$ cat config.mk
export PLATFORM = sky130hd
export DESIGN_NAME = tci_ram
export DESIGN_NICKNAME = d
export VERILOG_FILES = /design/src/design/tci_ram.sv
export SDC_FILE = /design/constraint.sdc
export NUM_CORES = 1
export LEC_CHECK = 0
export BUFFER_PORTS_ARGS = -buffer_cell sky130_fd_sc_hd__buf_4
export CORE_MARGIN = 10
export CORE_UTILIZATION = 25
export CTS_CLUSTER_SIZE = 14
export DETAILED_ROUTE_END_ITERATION = 12
export PLACE_DENSITY_LB_ADDON = 0.2
export SLEW_MARGIN = 25
export SYNTH_ARGS = -nofsm -noshare
export SYNTH_HDL_FRONTEND = slang
export SYNTH_SLANG_ARGS = --single-unit
$ cat constraint.sdc
create_clock -name clk -period 2 [get_ports clk]
set_input_delay 0.2 -clock clk [delete_from_list [all_inputs] [get_ports clk]]
set_output_delay 0.2 -clock clk [all_outputs]
set_load 0.01 [all_outputs]
$ cat src/design/tci_ram.sv
`timescale 1ns / 1ps

module tci_ram #(
  parameter int WIDTH = 8,
  parameter int DEPTH = 64
) (
  input  logic                     clk,
  input  logic                     we,
  input  logic [$clog2(DEPTH)-1:0] waddr,
  input  logic [WIDTH-1:0]         wdata,
  input  logic [$clog2(DEPTH)-1:0] raddr,
  output logic [WIDTH-1:0]         rdata
);

  logic [WIDTH-1:0] mem [DEPTH];

  always_ff @(posedge clk) begin
    if (we) begin
      mem[waddr] <= wdata;
    end
    rdata <= mem[raddr];
  end

endmodule

==> out/metrics.csv <==
stage,metric,value,unit
yosys,syn avg cell area,21.45,sq um
critical_path,crit path max fanout,1,
yosys,Synth top area share,76.24,%
placed_design,Port Buffer Count,29,
final_layout,Layout area overhead,21.58,%
yosys,Mapped Nets,962,
floorplanning,Site Rows,104,
final_layout,FILL cells,7782,
timing,unrepaired setup endpoints after global routing,false,
critical_path,CP Capture Type,flop,
yosys,Post-Synthesis Cells,940,
clock_tree,clock sinks,520,
final_layout,Final Instance Area,24520,sq um
critical_path,CP peak stage delay,0.65,ns
clock_tree,CTS Root Cell,clkbuf_16,
floorplanning,die width,304.0,microns
timing,Slew @ Worst Pin,0.7737,ns
detailed_routing,vias per cell,4.445,
clock_tree,CTS tree,built,
detailed_routing,WL/cell,23.32,microns
placed_design,placed cell area,22740,sq um
detailed_routing,Routed WL,52150,microns
critical_path,WP data arrival,2.47,ns
timing,Max Clock Skew,0.01795,ns
global_route,first-pass GRT wire length,76560,microns
timing,final worst setup slack,-0.01565,ns
timing,"Hold Violations, Final",0,
placed_design,Final GP Congestion,0.7478,
yosys,post-synthesis cell area,20170,sq um
yosys,Synth area leader,edfxtp_1,
timing,setup violators final,1,
clock_tree,Clock transition at path regs,0.06,ns
critical_path,crit path cell chain,"mux4_2, mux2_2, o311ai_1, nand2_1",
pwr,P per Cell Area,954.0,nW/um^2
timing,setup TNS,-0.01565,ns
global_route,initial antenna violation count,1,
yosys,Synth Register Bits,520,
yosys,Area contributors post-synth,"edfxtp_1 76%, mux4_2 14%, nor2_1 1.5%",
floorplanning,chip height,304.0,microns
global_route,total grt overflow,0,
timing,Period minus WS final,2.016,ns
placed_design,DP HPWL,33680,microns
yosys,Main synth FF type,edfxtp_1,
timing,final worst-path cycle share,100.8,%
final_layout,diode count,0,
floorplanning,Core ar.,80290,sq um
job,Max Cap Viol,0,
floorplanning,Die ar.,92430,sq um
clock_tree,# H-tree levels,2,
global_route,vias in the first global route,10500,
timing,"Slew Viols, Final",0,
yosys,async set-reset flop share out of synthesis,0,%
detailed_routing,via count,9938,
outcome,violated checks,setup timing,
critical_path,Required @ worst endpoint,2.45,ns
global_route,Total GRT Usage,11.11,%
yosys,YS warnings,0,
final_layout,share of post-route cells with drive strength above 1,34.01,%
outcome,status,finished with violations,
worst_hold_path,Hold Path Class,input pin to flop,
pwr,maximum vdd drop,0.6343,mV
pwr,Leak,7.811,nW
global_route,pin count of the biggest net entering global routing,65,
clock_tree,Worst-Skew Late Latency,0.60,ns
detailed_routing,Post-route DRC,0,
yosys,"EDFF count, synth",512,
detailed_routing,1st-iter DRT viols,849,
final_layout,nets@finish,1153,
yosys,post-synthesis sequential area ratio,77.03,%
clock_tree,CTS Buffer Depth,3,
detailed_routing,First-pass DRT Iterations,5,
yosys,unique cell type count in the Yosys netlist,40,
floorplanning,IO Count,30,
critical_path,Slowest cell on crit path,o311ai_1,
floorplanning,Initial Util,25.12,%
clock_tree,CTS Buf Count,55,
timing,Max-Slew Margin vs Limit,47.60,%
clock_tree,post-CTS setup buffers,0,
detailed_routing,Post-DRT Antenna Nets,0,
critical_path,Worst Setup Start Kind,flop,
critical_path,CP Class,flop to flop,
timing,Fmax achieved,496.1,MHz
final timing paths:
check | from | endpoint | slack, ns | cells past startpoint
max | mem[0][7] | rdata[7] | -0.02 | 4
min | waddr[2] | mem[54][3] | 0.10 | 3
max reg2reg | mem[0][7] | rdata[7] | -0.02 | 4
min reg2reg | mem[30][4] | rdata[4] | 0.89 | 3
critical path, delay by kind of cell, from the launching register on:
kind             cells  cell delay [ns]
AO/OA/AOI/OAI        1             0.65
flip-flops           1             0.37
AND/OR/NAND/NOR      1             0.11
multiplexers         2             0.73
registers in the layout (all words and copies together), names as in the netlist:
register,flops
mem,512
rdata,8
per-stage QoR:
step	hold WS (ns)	setup slack, ns	std cells	power (mW)	utilization [%]
after CTS	0.05045	0.001265	2236	23.73	30.53
after global placement	0.5930	-0.3412	2132	13.68	28.33
after floorplan	0.2989	0.1323	940	12.96	-
after detailed placement	0.5955	-0.3622	2132	13.69	28.33
final	0.1034	-0.01565	2236	23.39	30.54
after global routing	0.09049	0.00003486	2236	24.22	30.54
timing repair:
action                                 CTS  global route
setup endpoints to repair                0             2
gates resized for setup                  0             2
hold buffers                             2             0
endpoints found under the hold margin   25             0
logic make-up after synthesis:
family	after synthesis	synth area share (%)
compound gates	54	2.072
buf+inv	51	1.570
flops	520	77.03
mux	162	15.94
simple gates	153	3.387
layout by cell type (no fill, tap or decap), types with 14 or more instances in the layout:
cell type,instances
edfxtp_1,512
buf_4,167
mux4_2,126
nor2_1,83
clkbuf_16,57
mux2i_1,23
nand2_1,19
buf_12,15
nor2b_1,14
clkbuf_1,14
clkinv_1,14
cell usage after synthesis, types with 6 or more instances:
cell type    n
dfxtp_1      8
nand2b_1     7
mux2_2      13
a221oi_1     6
buf_4       13
nor2b_1     14
buf_2       11
mux4_2     126
o221ai_1     8
mux2i_1     23
clkbuf_1    17
o22ai_1      8
nor2_1      83
nand3_1     13
edfxtp_1   512
nor3_1       7
nand2_1     19
per-layer routing:
metal	GRT usage [%]	routed length, microns	vias up
li1	-	-	4317
met4	3.060	1014	2
met1	15.95	24930	5354
met5	0	13	-
met2	17.08	24010	196
met3	1.852	2184	69
report_power, final:
part / internal [mW] / total, mW / switching, mW
logic: 0.563 / 1.32 / 0.756
registers: 12.1 / 12.1 / 0.0490
clock network: 5.80 / 9.96 / 4.16
cell type report:
type	instances	area [sq um]	area share, %
repair buffers	185	1588	6.475
clock buffers	74	1520	6.200
flip-flops and latches	520	15530	63.36
well taps	1060	1326	5.409
clock inverters	28	225.2	0.9185
multi-input cells	369	4325	17.64
No activity file was read; power rests on OpenSTA's default activity.
