### src/design/tci_pkg.sv
`timescale 1ns / 1ps

package tci_pkg;

  // Field widths fixed by the interface.
  localparam int MODE_W     = 2;
  localparam int TIME_W     = 20;
  localparam int THRUST_W   = 24;
  localparam int MASS_W     = 24;
  localparam int IMP_W      = 52;
  localparam int STATUS_W   = 2;
  localparam int CFG_DATA_W = 32;
  localparam int PADDR_W    = 3;
  localparam int REG_BIT    = 2;

  // Shared multiplier takes a 25-bit thrust sum or magnitude and a 20-bit time.
  localparam int MUL_A_W    = THRUST_W + 1;
  localparam int PROD_W     = MUL_A_W + TIME_W;

  // The divider sees a 44-bit dividend and always yields a 24-bit quotient.
  localparam int DIVIDEND_W = THRUST_W + TIME_W;
  localparam int DIV_STEPS  = THRUST_W;
  localparam int DIV_CNT_W  = $clog2(DIV_STEPS + 1);

  // Operation codes on the mode field.
  localparam logic [MODE_W-1:0] MODE_APPEND = 2'd0;
  localparam logic [MODE_W-1:0] MODE_QUERY  = 2'd1;
  localparam logic [MODE_W-1:0] MODE_CLEAR  = 2'd2;

  // Status codes returned with every result word.
  localparam logic [STATUS_W-1:0] ST_OK       = 2'd0;
  localparam logic [STATUS_W-1:0] ST_FULL     = 2'd1;
  localparam logic [STATUS_W-1:0] ST_NOT_INC  = 2'd2;
  localparam logic [STATUS_W-1:0] ST_NO_DATA  = 2'd3;

  // Register index as decoded from paddr.
  localparam logic REG_TOTAL_MASS = 1'b0;
  localparam logic REG_PROP_MASS  = 1'b1;

  typedef enum logic [3:0] {
    S_IDLE,
    S_DISPATCH,
    S_APP_MUL,
    S_APP_ACC,
    S_SCAN_ISSUE,
    S_SCAN,
    S_THR_MUL,
    S_THR_DIV0,
    S_THR_DIV,
    S_MASS_SET,
    S_MASS_MUL,
    S_MASS_DIV0,
    S_MASS_DIV,
    S_MASS_FIN,
    S_DONE
  } state_t;

  typedef struct packed {
    logic                  start;
    logic [DIVIDEND_W-1:0] dividend;
    logic [TIME_W-1:0]     divisor;
  } div_req_t;

  typedef struct packed {
    logic                 done;
    logic [DIV_STEPS-1:0] quotient;
  } div_rsp_t;

endpackage

### src/design/tci_div.sv
`timescale 1ns / 1ps

module tci_div import tci_pkg::*; (
  input  logic     clk,
  input  logic     rst,
  input  div_req_t req,
  output div_rsp_t rsp
);

  // Restoring division, one quotient bit per cycle. The caller guarantees
  // that the quotient fits in DIV_STEPS bits, so the upper dividend bits
  // already form a partial remainder below the divisor.
  logic [TIME_W-1:0]    rem;
  logic [DIV_STEPS-1:0] qsh;
  logic [TIME_W-1:0]    dvs;
  logic [DIV_CNT_W-1:0] cnt;
  logic                 busy;
  logic                 done;

  logic [TIME_W:0] trial;
  logic [TIME_W:0] diff;
  logic            ge;

  assign trial = {rem, qsh[DIV_STEPS-1]};
  assign ge    = trial >= {1'b0, dvs};
  assign diff  = trial - {1'b0, dvs};

  always_ff @(posedge clk) begin
    if (rst) begin
      busy <= 1'b0;
      cnt  <= '0;
      done <= 1'b0;
    end else begin
      done <= busy && (cnt == DIV_CNT_W'(1));
      if (req.start) begin
        busy <= 1'b1;
        cnt  <= DIV_CNT_W'(DIV_STEPS);
      end else if (busy) begin
        cnt <= cnt - 1'b1;
        if (cnt == DIV_CNT_W'(1)) begin
          busy <= 1'b0;
        end
      end
    end
  end

  always_ff @(posedge clk) begin
    if (req.start) begin
      rem <= req.dividend[DIVIDEND_W-1:DIV_STEPS];
      qsh <= req.dividend[DIV_STEPS-1:0];
      dvs <= req.divisor;
    end else if (busy) begin
      rem <= ge ? diff[TIME_W-1:0] : trial[TIME_W-1:0];
      qsh <= {qsh[DIV_STEPS-2:0], ge};
    end
  end

  assign rsp.done     = done;
  assign rsp.quotient = qsh;

endmodule

### config.mk
export PLATFORM = sky130hd
export DESIGN_NAME = tci_div
export DESIGN_NICKNAME = d
export VERILOG_FILES = /design/src/design/tci_pkg.sv /design/src/design/tci_div.sv
export SDC_FILE = /design/constraint.sdc
export NUM_CORES = 1
export LEC_CHECK = 0
export BUFFER_PORTS_ARGS = -buffer_cell sky130_fd_sc_hd__buf_2
export CORE_MARGIN = 4
export CORE_UTILIZATION = 59
export DETAILED_ROUTE_END_ITERATION = 12
export MAX_ROUTING_LAYER = met4
export PLACE_DENSITY = 0.85
export SLEW_MARGIN = 15
export SYNTH_ARGS = -nofsm -noshare
export SYNTH_HDL_FRONTEND = slang
export SYNTH_SLANG_ARGS = --single-unit
### constraint.sdc
create_clock -name clk -period 6.25 [get_ports clk]
set_input_delay 0.9375 -clock clk [delete_from_list [all_inputs] [get_ports clk]]
set_output_delay 0.9375 -clock clk [all_outputs]
set_load 0.01 [all_outputs]
==> results.yml <==
logic_synthesis:
  ys_seq_area_share_pct: 49.98
  yosys.area_share.simple_pct: 11.13
  yosysWarnings: 0
  yosysTopAreaCellShare_pct: 46.59
  synth.area.mux_share_pct: 11.01
  yosys-top-cells-area: "edfxtp_1 (47%), mux2_2 (7.4%), ha_1 (6.7%)"
  synthXorXnorAreaFrac_pct: 3.822
  synthArstFlopShare_pct: 0
  synth.ff_latch_count: 71
  synth_area_um2: 4125
  syn_inst: 371
  yosysUniqueCellTypes: 54
  synth-compound-area-share_pct: 12.28
  syn_nets: 461
  synth_top_family_by_area: "compound AO/OA/AOI/OAI gates"
  yosysTopAreaCell: "edfxtp_1"
  synth.avg_cell_area_um2: 11.12
  synthFlopType: "edfxtp_1"
  yosys.area_share.adder_pct: 7.158
  synth_edf_count: 64
worst_setup_path:
  cp_cell_sequence: "ha_1, nand4_2, or3_1, a31o_1, o211a_1, a22o_1, buf_4, or4_1, a21oi_1"
  cp.required_ns: 6.46
  cp-startpoint: "rem[14]"
  cp-start-kind: "flop"
  rr_worst_depth: 9
  end_kind: "flop"
  cp.depth: 9
  path_class: "reg -> reg"
  rrSetupSlack_ns: 3.11
  path_buf_inv: 1
  critPathMaxStageDelay_ns: 0.55
  r2r-end: "rem[15]"
  critPathCapture: "rem[15]"
  r2r-start: "rem[14]"
  crit_path_top_delay_cell: "or4_1"
  critPathArrivalTime_ns: 3.34
  path_delay_family: "simple AND/OR/NAND/NOR gates"
  critPathMaxFanout: 25
clock_tree:
  hold_buffers: 0
  cts_tree: "built"
  clockBufferDepth: 2
  numClockSinks: 71
  numCtsBuffers: 9
  cts_setup_buffers: 0
  cts-root-buf: "clkbuf_8"
  insertion_delay_ns: 0.35
  cts_resized: 0
  htree_levels: 3
  clk_pin_slew_worst_paths_ns: 0.08
layout:
  final_core_util_pct: 70.76
  multiInputGateArea_um2: 1873
  drive_above_1_share_pct: 30.67
  layout.nets: 548
  n_fill_cell: 497
  final-seq-area_um2: 2062
  fin_cells: 559
  antennaDiodeCount: 0
  area_delta_synth_final_pct: 16.53
detailed_routing:
  dr.pass1.iters: 4
  ant_nets: 0
  wl_per_cell_um: 15.65
  drc: 0
  via_per_inst: 5.460
  wl_um: 8746
  drtIter0Drc: 132
  routed-via-count: 3052
placement:
  globalplace.congestion: 0.8583
  dp.cells: 543
  io_buffers: 91
  dp_hpwl_um: 6312
pwr:
  peakVddDrop_mv: 0.2456
  p_leak_uw: 0.002101
  power.density_nw_per_um2: 343.9
run_status:
  status: "completed"
die:
  io-pin-count: 92
  start_util_pct: 60.72
  die_h_um: 91.62
  dieWidth_um: 91.62
  core_area_um2: 6794
  num_rows: 30
  design.die.area_um2: 8393
sta:
  slew_headroom_pct: 29.23
  tightest_slew_ns: 1.062
  finalClockSkew_ns: 0.01270
  finalSetupViolations: 0
  period_share_pct: 50.22
  rsz0062_at_grt: "false"
  fin_setup_tns_ns: 0
  fmax_ghz: 0.3186
  final-hold-violation-count: 0
  min_period_ns: 3.139
  whs_ns: 0.5167
  slew_violations: 0
grt:
  gr-usage-all-layers_pct: 22.29
  antenna_found_initial: 0
  grt_pass1_wl_um: 14390
  globalRouteOverflowTotal: 0
  grt_pass1_vias: 3033
  grt_max_degree: 57
worst_hold_path:
  worstHoldStart: "cnt[1]"
  hp-class: "reg -> reg"
job:
  maxCapViolCount: 0
==> cell type report <==
type,instances,area share [%]
clock inverters,6,0.9370
flip-flops and latches,71,42.89
repair buffers,93,9.787
clock buffers,10,2.655
well taps,96,2.499
inverters,29,2.264
multi-input cells,254,38.96
==> metal layers <==
metal  vias to the layer above  part of all wire, %  track usage (%)
li1                       1543                    -                -
met1                      1418                   45            28.76
met2                        85                   47            35.61
met3                         6                  6.5            6.153
met4                         0                 0.82            4.523
met5                         -                    0                -
==> synth_stat cells, types with 2 or more instances <==
cell type and number:
o21a_1 2, mux2i_1 15, and3_1 2, or2_2 3, o31ai_1 3, inv_1 29
or3_1 2, a221o_1 2, a21o_1 9, or4_1 2, mux2_2 27, a31oi_1 3
nor3b_1 2, clkbuf_2 2, nor4_1 2, o21bai_1 2, nand4_1 4, nor2_1 17
o21ai_0 25, nor4b_1 2, a211oi_1 2, a21oi_1 20, edfxtp_1 64, nand2_1 28
clkbuf_1 8, nor3_1 13, buf_2 3, dfxtp_1 7, xor2_1 9, xnor2_1 9
buf_1 2, nor2b_1 5, nand3_1 4, ha_1 22
==> worst min-delay path, delay by kind of cell (launching register included) <==
kind / cells / cell delay, ns
and+or+nand+nor: 1 / 0.08
DFF: 1 / 0.33
AOI/OAI and AO/OA: 1 / 0.06
==> where the power goes <==
part,switching [uW],internal [uW],total (uW)
logic,371,300,671
clock network,187,146,333
registers,38.8,610,649
==> per-stage QoR <==
stage,worst slack (ns),total power [uW],instance area [um2]
after CTS,3.125,1657,4807
after global routing,2.983,1770,4807
final,3.111,1653,4807
after detailed placement,3.078,1325,4634
after global placement,3.160,1302,4634
after floorplan,3.553,1170,4125
==> kinds of logic after synthesis <==
| family | after synthesis |
|---|---|
| xor+xnor | 18 |
| simple gates | 91 |
| buf+inv | 46 |
| flops | 71 |
| mux | 42 |
| fa+ha+maj | 23 |
| compound gates | 80 |
==> how the worst min path moves through the flow <==
stage | end | depth (start not counted)
2_1_floorplan | cnt[1] | 2
3_3_place_gp | cnt[1] | 2
3_5_place_dp | cnt[1] | 2
4_1_cts | cnt[1] | 2
5_1_grt | cnt[1] | 2
6_report | cnt[1] | 2
==> cells in the final DEF (no fill, tap or decap), types with 4 or more instances in the layout <==
| master | n |
|---|---|
| nand2_1 | 28 |
| xor2_1 | 9 |
| xnor2_1 | 9 |
| nor2b_1 | 5 |
| a21o_1 | 9 |
| clkbuf_8 | 9 |
| buf_2 | 91 |
| o21ai_0 | 25 |
| mux2_2 | 27 |
| mux2i_1 | 15 |
| ha_1 | 22 |
| nor2_1 | 17 |
| dfxtp_1 | 7 |
| nand3_1 | 4 |
| nor3_1 | 13 |
| nand4_1 | 4 |
| a21oi_1 | 20 |
| inv_1 | 29 |
| edfxtp_1 | 64 |
==> registers in the layout (all words and copies together), names as in the netlist <==
signal and cells:
rem 20, done 1, cnt 5, qsh 24, dvs 20, busy 1
Note: power is estimated with default switching activity, not from simulation.
